--- src/design/line_and_color_sensor_fusion_defines.svh ---
// ----------------------------------------------------------------------------
// Line and color sensor fusion: assertion macros
// Shared assertion helpers. Define NO_ASSERTIONS to compile them away.
// ----------------------------------------------------------------------------
`ifndef LINE_AND_COLOR_SENSOR_FUSION_DEFINES_SVH
`define LINE_AND_COLOR_SENSOR_FUSION_DEFINES_SVH

`ifndef NO_ASSERTIONS

// Same-cycle implication, disabled while reset is asserted.
`define LCSF_ASSERT_IMPL(lbl, clk, rst_n, ante, cons, msg) \
  lbl: assert property (@(posedge clk) disable iff (!rst_n) (ante) |-> (cons)) \
    else $error(msg);

// Next-cycle implication, disabled while reset is asserted.
`define LCSF_ASSERT_NEXT(lbl, clk, rst_n, ante, cons, msg) \
  lbl: assert property (@(posedge clk) disable iff (!rst_n) (ante) |=> (cons)) \
    else $error(msg);

`else

`define LCSF_ASSERT_IMPL(lbl, clk, rst_n, ante, cons, msg)
`define LCSF_ASSERT_NEXT(lbl, clk, rst_n, ante, cons, msg)

`endif

`endif

--- src/design/lcsf_div.sv ---
// ----------------------------------------------------------------------------
// Pipelined unsigned divider
// Restoring division, one quotient bit per register stage. The caller keeps
// the numerator below the divisor shifted up by the quotient width.
// ----------------------------------------------------------------------------
`default_nettype none

module lcsf_div #(
  parameter int NUM_W = 22,
  parameter int DEN_W = 10,
  parameter int QUO_W = 16
) (
  input  wire logic             clk_i,
  input  wire logic             en_i,
  input  wire logic [NUM_W-1:0] num_i,
  input  wire logic [DEN_W-1:0] den_i,
  output logic      [QUO_W-1:0] quo_o
);

  localparam int REM_W = (NUM_W > DEN_W + QUO_W) ? NUM_W : DEN_W + QUO_W;

  logic [REM_W-1:0] rem_q [QUO_W-1];
  logic [DEN_W-1:0] den_q [QUO_W-1];
  logic [QUO_W-1:0] quo_q [QUO_W];

  for (genvar s = 0; s < QUO_W; s++) begin : g_stage
    logic [REM_W-1:0] rem_in;
    logic [DEN_W-1:0] den_in;
    logic [QUO_W-1:0] quo_in;
    logic [REM_W-1:0] sub;
    logic [REM_W-1:0] rem_d;
    logic [QUO_W-1:0] quo_d;

    // Stage inputs come from the ports or from the previous stage.
    if (s == 0) begin : g_first
      assign rem_in = REM_W'(num_i);
      assign den_in = den_i;
      assign quo_in = '0;
    end else begin : g_next
      assign rem_in = rem_q[s-1];
      assign den_in = den_q[s-1];
      assign quo_in = quo_q[s-1];
    end

    // Try to subtract the shifted divisor for this quotient bit.
    always_comb begin
      sub   = REM_W'(den_in) << (QUO_W - 1 - s);
      rem_d = rem_in;
      quo_d = quo_in;
      if (rem_in >= sub) begin
        rem_d                  = rem_in - sub;
        quo_d[QUO_W - 1 - s]   = 1'b1;
      end
    end

    always_ff @(posedge clk_i) begin
      if (en_i) begin
        quo_q[s] <= quo_d;
      end
    end

    if (s < QUO_W - 1) begin : g_carry
      always_ff @(posedge clk_i) begin
        if (en_i) begin
          rem_q[s] <= rem_d;
          den_q[s] <= den_in;
        end
      end
    end
  end

  assign quo_o = quo_q[QUO_W-1];

endmodule

`default_nettype wire

--- config.mk ---
export PLATFORM = sky130hd
export DESIGN_NAME = lcsf_div
export DESIGN_NICKNAME = d
export VERILOG_FILES = /design/src/design/line_and_color_sensor_fusion_defines.svh /design/src/design/lcsf_div.sv
export SDC_FILE = /design/constraint.sdc
export NUM_CORES = 1
export LEC_CHECK = 0
export BUFFER_PORTS_ARGS = -buffer_cell sky130_fd_sc_hd__buf_2
export CORE_MARGIN = 2
export CORE_UTILIZATION = 35
export DETAILED_ROUTE_END_ITERATION = 10
export GPL_ROUTABILITY_DRIVEN = 0
export HOLD_SLACK_MARGIN = 0.05
export PLACE_DENSITY_LB_ADDON = 0.12
export SLEW_MARGIN = 20
export SYNTH_ARGS = -nofsm -noshare
export SYNTH_HDL_FRONTEND = slang
export SYNTH_SLANG_ARGS = --single-unit
--- constraint.sdc ---
create_clock -name clk_i -period 6.55 [get_ports clk_i]
set_clock_uncertainty 0.1 [all_clocks]
set_input_delay 0.3275 -clock clk_i [delete_from_list [all_inputs] [get_ports clk_i]]
set_output_delay 0.3275 -clock clk_i [all_outputs]
set_load 0.005 [all_outputs]
== Word level (Yosys, flattened, before mapping) ==
Memories as Yosys holds them, arrays and structs flattened.
Cells that the tools add are included.
W data, S select, Z words.
Word-level totals
  register bits: 0
  RAM bits: 796
  input bits: 34
  output and inout port bits: 16
  memories: 3
Cells by class
  $add $sub $neg: 15
  $lt $le $gt $ge: 16
  mux-type cells: 33
Memory list
  rem_q: words 15, bits a word 26, read ports 15, clocked after memory_dff 0, wr ports 15, line lcsf_div.sv:22  | logic [REM_W-1:0] rem_q [QUO_W-1];
  quo_q: words 16, bits a word 16, read ports 16, clocked after memory_dff 0, wr ports 16, line lcsf_div.sv:24  | logic [QUO_W-1:0] quo_q [QUO_W];
  den_q: words 15, bits a word 10, read ports 15, clocked after memory_dff 0, wr ports 15, line lcsf_div.sv:23  | logic [DEN_W-1:0] den_q [QUO_W-1];
Operators with widths (number)
  $mux W26: 15
  $ge A26 B10 Y1: 1
  $ge A26 B11 Y1: 1
  $ge A26 B12 Y1: 1
  $ge A26 B13 Y1: 1
  $ge A26 B14 Y1: 1
  $ge A26 B15 Y1: 1
  $ge A26 B16 Y1: 1
  $ge A26 B17 Y1: 1
  $ge A26 B18 Y1: 1
  $ge A26 B19 Y1: 1
  $ge A26 B20 Y1: 1
  $ge A26 B21 Y1: 1
  $ge A26 B22 Y1: 1
  $ge A26 B23 Y1: 1
  $ge A26 B24 Y1: 1
  $sub A22 B25 Y26: 1
  $sub A26 B11 Y26: 1
  $sub A26 B12 Y26: 1
  $sub A26 B13 Y26: 1
  $sub A26 B14 Y26: 1
  $sub A26 B15 Y26: 1
  $sub A26 B16 Y26: 1
  $sub A26 B17 Y26: 1
  9 further kinds: 26

== Depth between registers and ports, before layout ==
Gate-level depths: netlist of the first run.
An unclocked memory read counts as a cell.
  depth in word-level cells: 3
  depth in mapped cells: 12

== Least setup slack after synthesis of the first run ==
OpenSTA, ideal clock, no wires.
  path kind: register to register
  start: memory rem_q[1][150] (netlist name)
  end: memory rem_q[1][171] (netlist name), data pin
  arrival: 2.678 ns
  required time: 6.177 ns
  slack: 3.499 ns
  cell stages (with the launch flop): 9
  path buffers: 1
  clock period less this slack: 3.051 ns
  cell sequence: edfxtp_1 -> or4_1 -> or4_1 -> a211o_1 -> or4b_1 -> buf_6 -> o211ai_4 -> nor4b_1 -> xor2_1
RTL lines (line)
  start, declared: lcsf_div.sv:22

==> results of run 1 <==
==> cell families (layout without fill, tap and decap cells) <==
group | count (synthesis) | count (layout) | share of synthesized area [%]
DFF | 676 | 676 | 63.73
muxes | 41 | 41 | 1.426
other | 0 | 2 | 0
adders and majority gates | 172 | 172 | 7.110
AOI/OAI and AO/OA | 462 | 462 | 9.062
and+or+nand+nor | 635 | 635 | 10.25
xor gates and xnor gates | 200 | 200 | 5.499
buffers and inverters | 246 | 448 | 2.926
==> metrics by stage <==
stage | instances | area [um2]
after CTS | 3810 | 36430
after detailed placement | 3636 | 33600
after global placement | 3636 | 33600
after global routing | 3810 | 36440
final | 3812 | 36440
after floorplan | 2432 | 31850
==> layer usage <==
layer	vias to the layer above	wire length, um	global-route usage [%]
li1	9341	-	-
met1	9143	29810	18.01
met2	341	31480	24.15
met3	144	2167	2.267
met4	0	2374	5.522
met5	-	0	0
==> where the power goes <==
group	switching, mW	internal (mW)	leakage (nW)	total, mW
combinational	1.74	1.36	5.63	3.10
sequential	0.524	5.71	6.48	6.24
clock	1.73	2.44	1.20	4.18
==> flip-flops by register name (all words and copies together), names as in the netlist <==
signal and count:
rem_q 390, den_q 150, quo_q 136
==> final cells by class <==
| type | instances | area [um2] |
|---|---|---|
| fillers | 8295 | 53710 |
| flip-flops and latches | 676 | 20300 |
| multi-input cells | 1510 | 10660 |
| clock buffers | 101 | 2102 |
| well taps | 1176 | 1471 |
| inverters | 213 | 799.5 |
| repair buffers | 93 | 703.2 |
| clock inverters | 41 | 404.1 |
| diodes | 2 | 5.005 |
==> what timing repair did <==
action	in CTS	in global routing
hold buffers	32	0
gates resized for setup	0	0
endpoints found under the setup margin	0	0
hold endpoints to repair	36	0
==> cell usage in the layout (no fill, tap or decap), types with 32 or more instances in the layout <==
cell	n
ha_1	157
nor2_1	167
xor2_1	96
edfxtp_1	676
xnor2_1	104
a21oi_1	133
dlygate4sd3_1	32
buf_2	48
o21ai_0	134
a21o_1	37
mux2_2	35
clkbuf_16	81
inv_1	211
nand2_1	133
nand3_1	33
nor3_1	49
o21a_1	33
nor4_1	49
==> worst max path at each step <==
stage,start,end,slack [ps]
global route,den_i[2],rem_q[0][19],2610
floorplan,rem_q[1][150],rem_q[1][171],3500
CTS,den_i[2],rem_q[0][17],2850
finish,den_i[2],rem_q[0][17],2810
detailed placement,den_i[2],rem_q[0][17],2730
global placement,den_i[2],rem_q[0][18],2740
==> impl_metrics.tcl, run 1 <==
set metrics [dict create \
    cts_buffers 79 \
    whs_ps 186.7 \
    critical_path.slowest_cell "nor4_1" \
    arrival_ps 3990 \
    syn_nets 2638 \
    drtPass1Iterations 5 \
    synth_edf_count 676 \
    dieArea_mm2 0.09344 \
    synth_top_area_cell "edfxtp_1" \
    cts_htree_levels 3 \
    overflow 0 \
    cts-root-buf "clkbuf_16" \
    grt_pass1_vias 19450 \
    period_share_pct 57.03 \
    hold_class "in2reg" \
    report.final.setup_viol 0 \
    maxSlewHeadroom_pct 34.02 \
    ys_seq_area_share_pct 63.73 \
    cp.depth 11 \
    grt_pass1_wl_um 105000 \
    critical_path_class "in2reg" \
    powerDensity_mw_per_mm2 371.0 \
    synth_area_mm2 0.03185 \
    power_leakage_nw 13.31 \
    reg2reg_slack_ps 2910 \
    end_kind "flip-flop" \
    slowest_delay_ps 700 \
    reg2regPathDepth 7 \
    fp.dieW_um 305.7 \
    synth_area_leaders "edfxtp_1 (64%), ha_1 (6.2%), xnor2_1 (2.9%)" \
    rr_endpoint "rem_q[1][171]" \
    cap_violations 0 \
    drt_iter0_drc 1187 \
    status "completed" \
    fmax_ghz 0.2677 \
    clkTransAtPathRegs_ps 50 \
    grt.total_usage_pct 14.16 \
    ys_ff_latch 676 \
    ys_types 67 \
    worstMarginPinSlew_ps 987.6 \
    crit_fanout 12 \
    rr_startpoint "rem_q[1][150]" \
    drc_errors 0 \
    cts_setup_buffers 0 \
    initial_core_util_pct 35.33 \
    yosys_warnings 0 \
    wl_per_cell_um 17.27 \
    core_area_mm2 0.09015 \
    fin_util_pct 40.42 \
    cp-start-kind "primary input" \
    rsz0062_at_grt "no" \
    hpwl_um 47050 \
    cp_cell_sequence "dlygate4sd3_1, buf_2, inv_1, ha_1, nand4_1, nor4_1, nand3_1, nor4b_1, o21ai_0, a2111o_1, mux2_2" \
    layout_min_cycle_time_ps 3735 \
    fp.dieH_um 305.7 \
    synthFlopType "edfxtp_1" \
    grt_max_degree 189 \
    ant_nets 0 \
    hold_path_depth 1 \
    syn_area_per_cell_um2 13.10 \
    synth_top_area_share_pct 63.73 \
    path_delay_family "simple AND/OR/NAND/NOR gates" \
    hold_violations 0 \
    antenna_found_initial 2 \
    power_mw 13.52 \
    syn_inst 2432 \
    hp-start "en_i" \
    vias 18969 \
    timing_max_transition_violations_final 0 \
    async_flop_share_pct 0 \
    hold_end "rem_q[0][197]" \
    ys_top_cells_by_count "edfxtp_1 (676), inv_1 (211), nor2_1 (167), ha_1 (157), o21ai_0 (134)" \
    area_delta_synth_final_pct 14.40 \
    rows 110 \
    via_per_inst 4.976 \
    crit_buf_inv 3 \
    wl_um 65840 \
    cts_tree "done" \
    ioPinCount 50 \
    dp_slack_ps 2731 \
    clkSinkCount 676 \
    clock_latency_ps 630 \
    peakVddDrop_mv 0.2040 \
    layout-drive-gt1-share_pct 8.770 \
    tns_ps 0 \
    yosysMostFrequentCell "edfxtp_1" \
    portBuffers 49 \
    setup_slack_ps 2815 \
    crit_required_ps 6810 \
    cts_max_path_buffers 3 \
    finalNetCount 2779 \
]
(Power assumes the default switching activity.)
==> run 2, diff against run 1 <==
==> constraint.sdc (replaced) <==
create_clock -name clk_i -period 3 [get_ports clk_i]
set_clock_uncertainty 0.1 [all_clocks]
set_input_delay 0.15 -clock clk_i [delete_from_list [all_inputs] [get_ports clk_i]]
set_output_delay 0.15 -clock clk_i [all_outputs]
set_load 0.005 [all_outputs]
==> run 2 against run 1 <==
Compared with the run above: the run now ends with negative setup slack left; hold slack got worse by 48 ps; combinational power increased to 2.5 times the previous value; critical path depth decreased by 4; non-clock buffer count increased by 184; sequential cell count unchanged; sequential power increased by 120%; power increased by 130%; sequential share of layout area decreased by 2.7 points; cell count increased by 4.9%; core utilization increased by 2.1 points; clock power increased by 120%.
==> impl_metrics.tcl, run 2 (synthesized netlist as in run 1, its figures left out) <==
set metrics [dict create \
    core_area_mm2 0.09015 \
    power_mw 30.46 \
    cts_htree_levels 3 \
    grt_pass1_wl_um 107000 \
    crit_required_ps 3260 \
    finalNetCount 2963 \
    cap_violations 0 \
    violations "negative setup slack" \
    end_kind "flip-flop" \
    layout-drive-gt1-share_pct 17.23 \
    dp_slack_ps -164.7 \
    drc_errors 0 \
    fmax_ghz 0.3292 \
    regMostFlops "rem_q" \
    powerDensity_mw_per_mm2 795.0 \
    ant_nets 0 \
    reg2regPathDepth 7 \
    hold_path_depth 2 \
    critical_path_class "reg2reg" \
    report.final.setup_viol 6 \
    fin_util_pct 42.49 \
    reg.largest.list "rem_q: 390 flops, den_q: 150 flops, quo_q: 136 flops" \
    vias 19688 \
    rr_endpoint "rem_q[1][171]" \
    layout_commonest_cell "edfxtp_1" \
    period_share_pct 101.3 \
    crit_fanout 8 \
    rsz0062_at_grt "yes" \
    drtPass1Iterations 6 \
    via_per_inst 4.924 \
    cp-start-kind "flip-flop" \
    drt_iter0_drc 1210 \
    clkSinkCount 676 \
    peakVddDrop_mv 0.3954 \
    fp.dieW_um 305.7 \
    area_delta_synth_final_pct 20.26 \
    ioPinCount 50 \
    hold_end "rem_q[0][1]" \
    worstMarginPinSlew_ps 669.2 \
    rr_startpoint "rem_q[1][152]" \
    timing_max_transition_violations_final 0 \
    hold_violations 0 \
    hold_class "in2reg" \
    grt_pass1_vias 20069 \
    maxSlewHeadroom_pct 55.39 \
    final_cell_mix "edfxtp_1 (676), inv_1 (209), buf_4 (181), nor2_1 (160), ha_1 (151)" \
    cts_buffers 79 \
    fp.dieH_um 305.7 \
    stdcell_count 3998 \
    power_leakage_nw 14.32 \
    initial_core_util_pct 35.33 \
    status "finished with violations" \
    hpwl_um 49470 \
    grt.total_usage_pct 14.50 \
    placed_cells 3795 \
    antenna_found_initial 2 \
    clock_latency_ps 630 \
    wl_per_cell_um 17.05 \
    cts-root-buf "clkbuf_16" \
    arrival_ps 3300 \
    rows 110 \
    cts_max_path_buffers 3 \
    tns_ps -111.1 \
    cts_tree "done" \
    overflow 0 \
    wl_um 68160 \
    grt_max_degree 125 \
    portBuffers 49 \
    dieArea_mm2 0.09344 \
    hp-start "num_i[1]" \
    clkTransAtPathRegs_ps 50 \
    layout_min_cycle_time_ps 3038 \
    largest_reg_flops 390 \
    setup_slack_ps -37.99 \
    reg2reg_slack_ps -40 \
]
## run 2: cell types whose count changed in the layout (fill, tap and decap cells not counted), moves of 6 or more
| cell | previous run | this run |
|---|---|---|
| nor4b_2 | 1 | 9 |
| ha_1 | 157 | 151 |
| buf_4 | 9 | 181 |
| o21ai_1 | 1 | 8 |
| a21oi_2 | 0 | 7 |
| clkinv_1 | 14 | 26 |
| nor4_1 | 49 | 41 |
| nor4b_1 | 20 | 11 |
| nor4_2 | 2 | 10 |
| o21ai_0 | 134 | 125 |
| a21oi_1 | 133 | 125 |
| nor2_1 | 167 | 160 |
## run 2: worst max path at each step
stage               depth (start not counted)           from       endpoint
floorplan                                   8  rem_q[1][149]  rem_q[1][171]
global placement                           11  rem_q[0][164]  rem_q[0][199]
detailed placement                          9   den_q[0][46]  rem_q[0][153]
CTS                                         7  rem_q[1][149]  rem_q[1][171]
global route                                7  rem_q[1][152]  rem_q[1][171]
finish                                      7  rem_q[1][152]  rem_q[1][171]
## run 2: layer usage
metal	track usage, %	share of wire, %
met1	18.21	44
met3	2.316	3.6
met4	5.785	3.6
met5	0	0
met2	24.96	49
## run 2: repair_timing
item                                    in CTS  in global routing
endpoints found under the setup margin      41                179
gates resized for setup                     23                 83
gates cloned                                 0                  1
hold endpoints to repair                    63                  0
hold buffers                                33                  0
pin swaps                                    6                 23
buffers inserted                             7                 16
## run 2: worst max-delay path: stages, from the launching register on
cell      delay, ps
edfxtp_1        390
or4_4           550
or4_4           440
a211o_1         260
or4b_4          580
o211ai_4        210
nor4b_2         110
xor2_1          160
## run 2: cell type report
type	count	area [um2]
Clock buffer	95	2058
Multi-Input combinational cell	1510	11100
Timing Repair Buffer	277	2166
Sequential cell	676	20300
Fill cell	8213	51840
Clock inverter	50	409.1
Tap cell	1176	1471
Antenna cell	1	2.502
Inverter	213	803.3
## run 2: metrics by stage
stage,area [um2],hold slack [ps]
floorplan,31900,148.9
global placement,34870,241.4
detailed placement,34870,240.8
CTS,37800,102.8
global route,38310,120.0
finish,38310,139.0
## run 2: report_power, final
| part | switching, mW | total [mW] | internal (mW) |
|---|---|---|---|
| registers | 1.14 | 13.6 | 12.5 |
| clock network | 3.75 | 9.09 | 5.34 |
| logic | 4.11 | 7.75 | 3.64 |
| total | 9.01 | 30.5 | 21.5 |
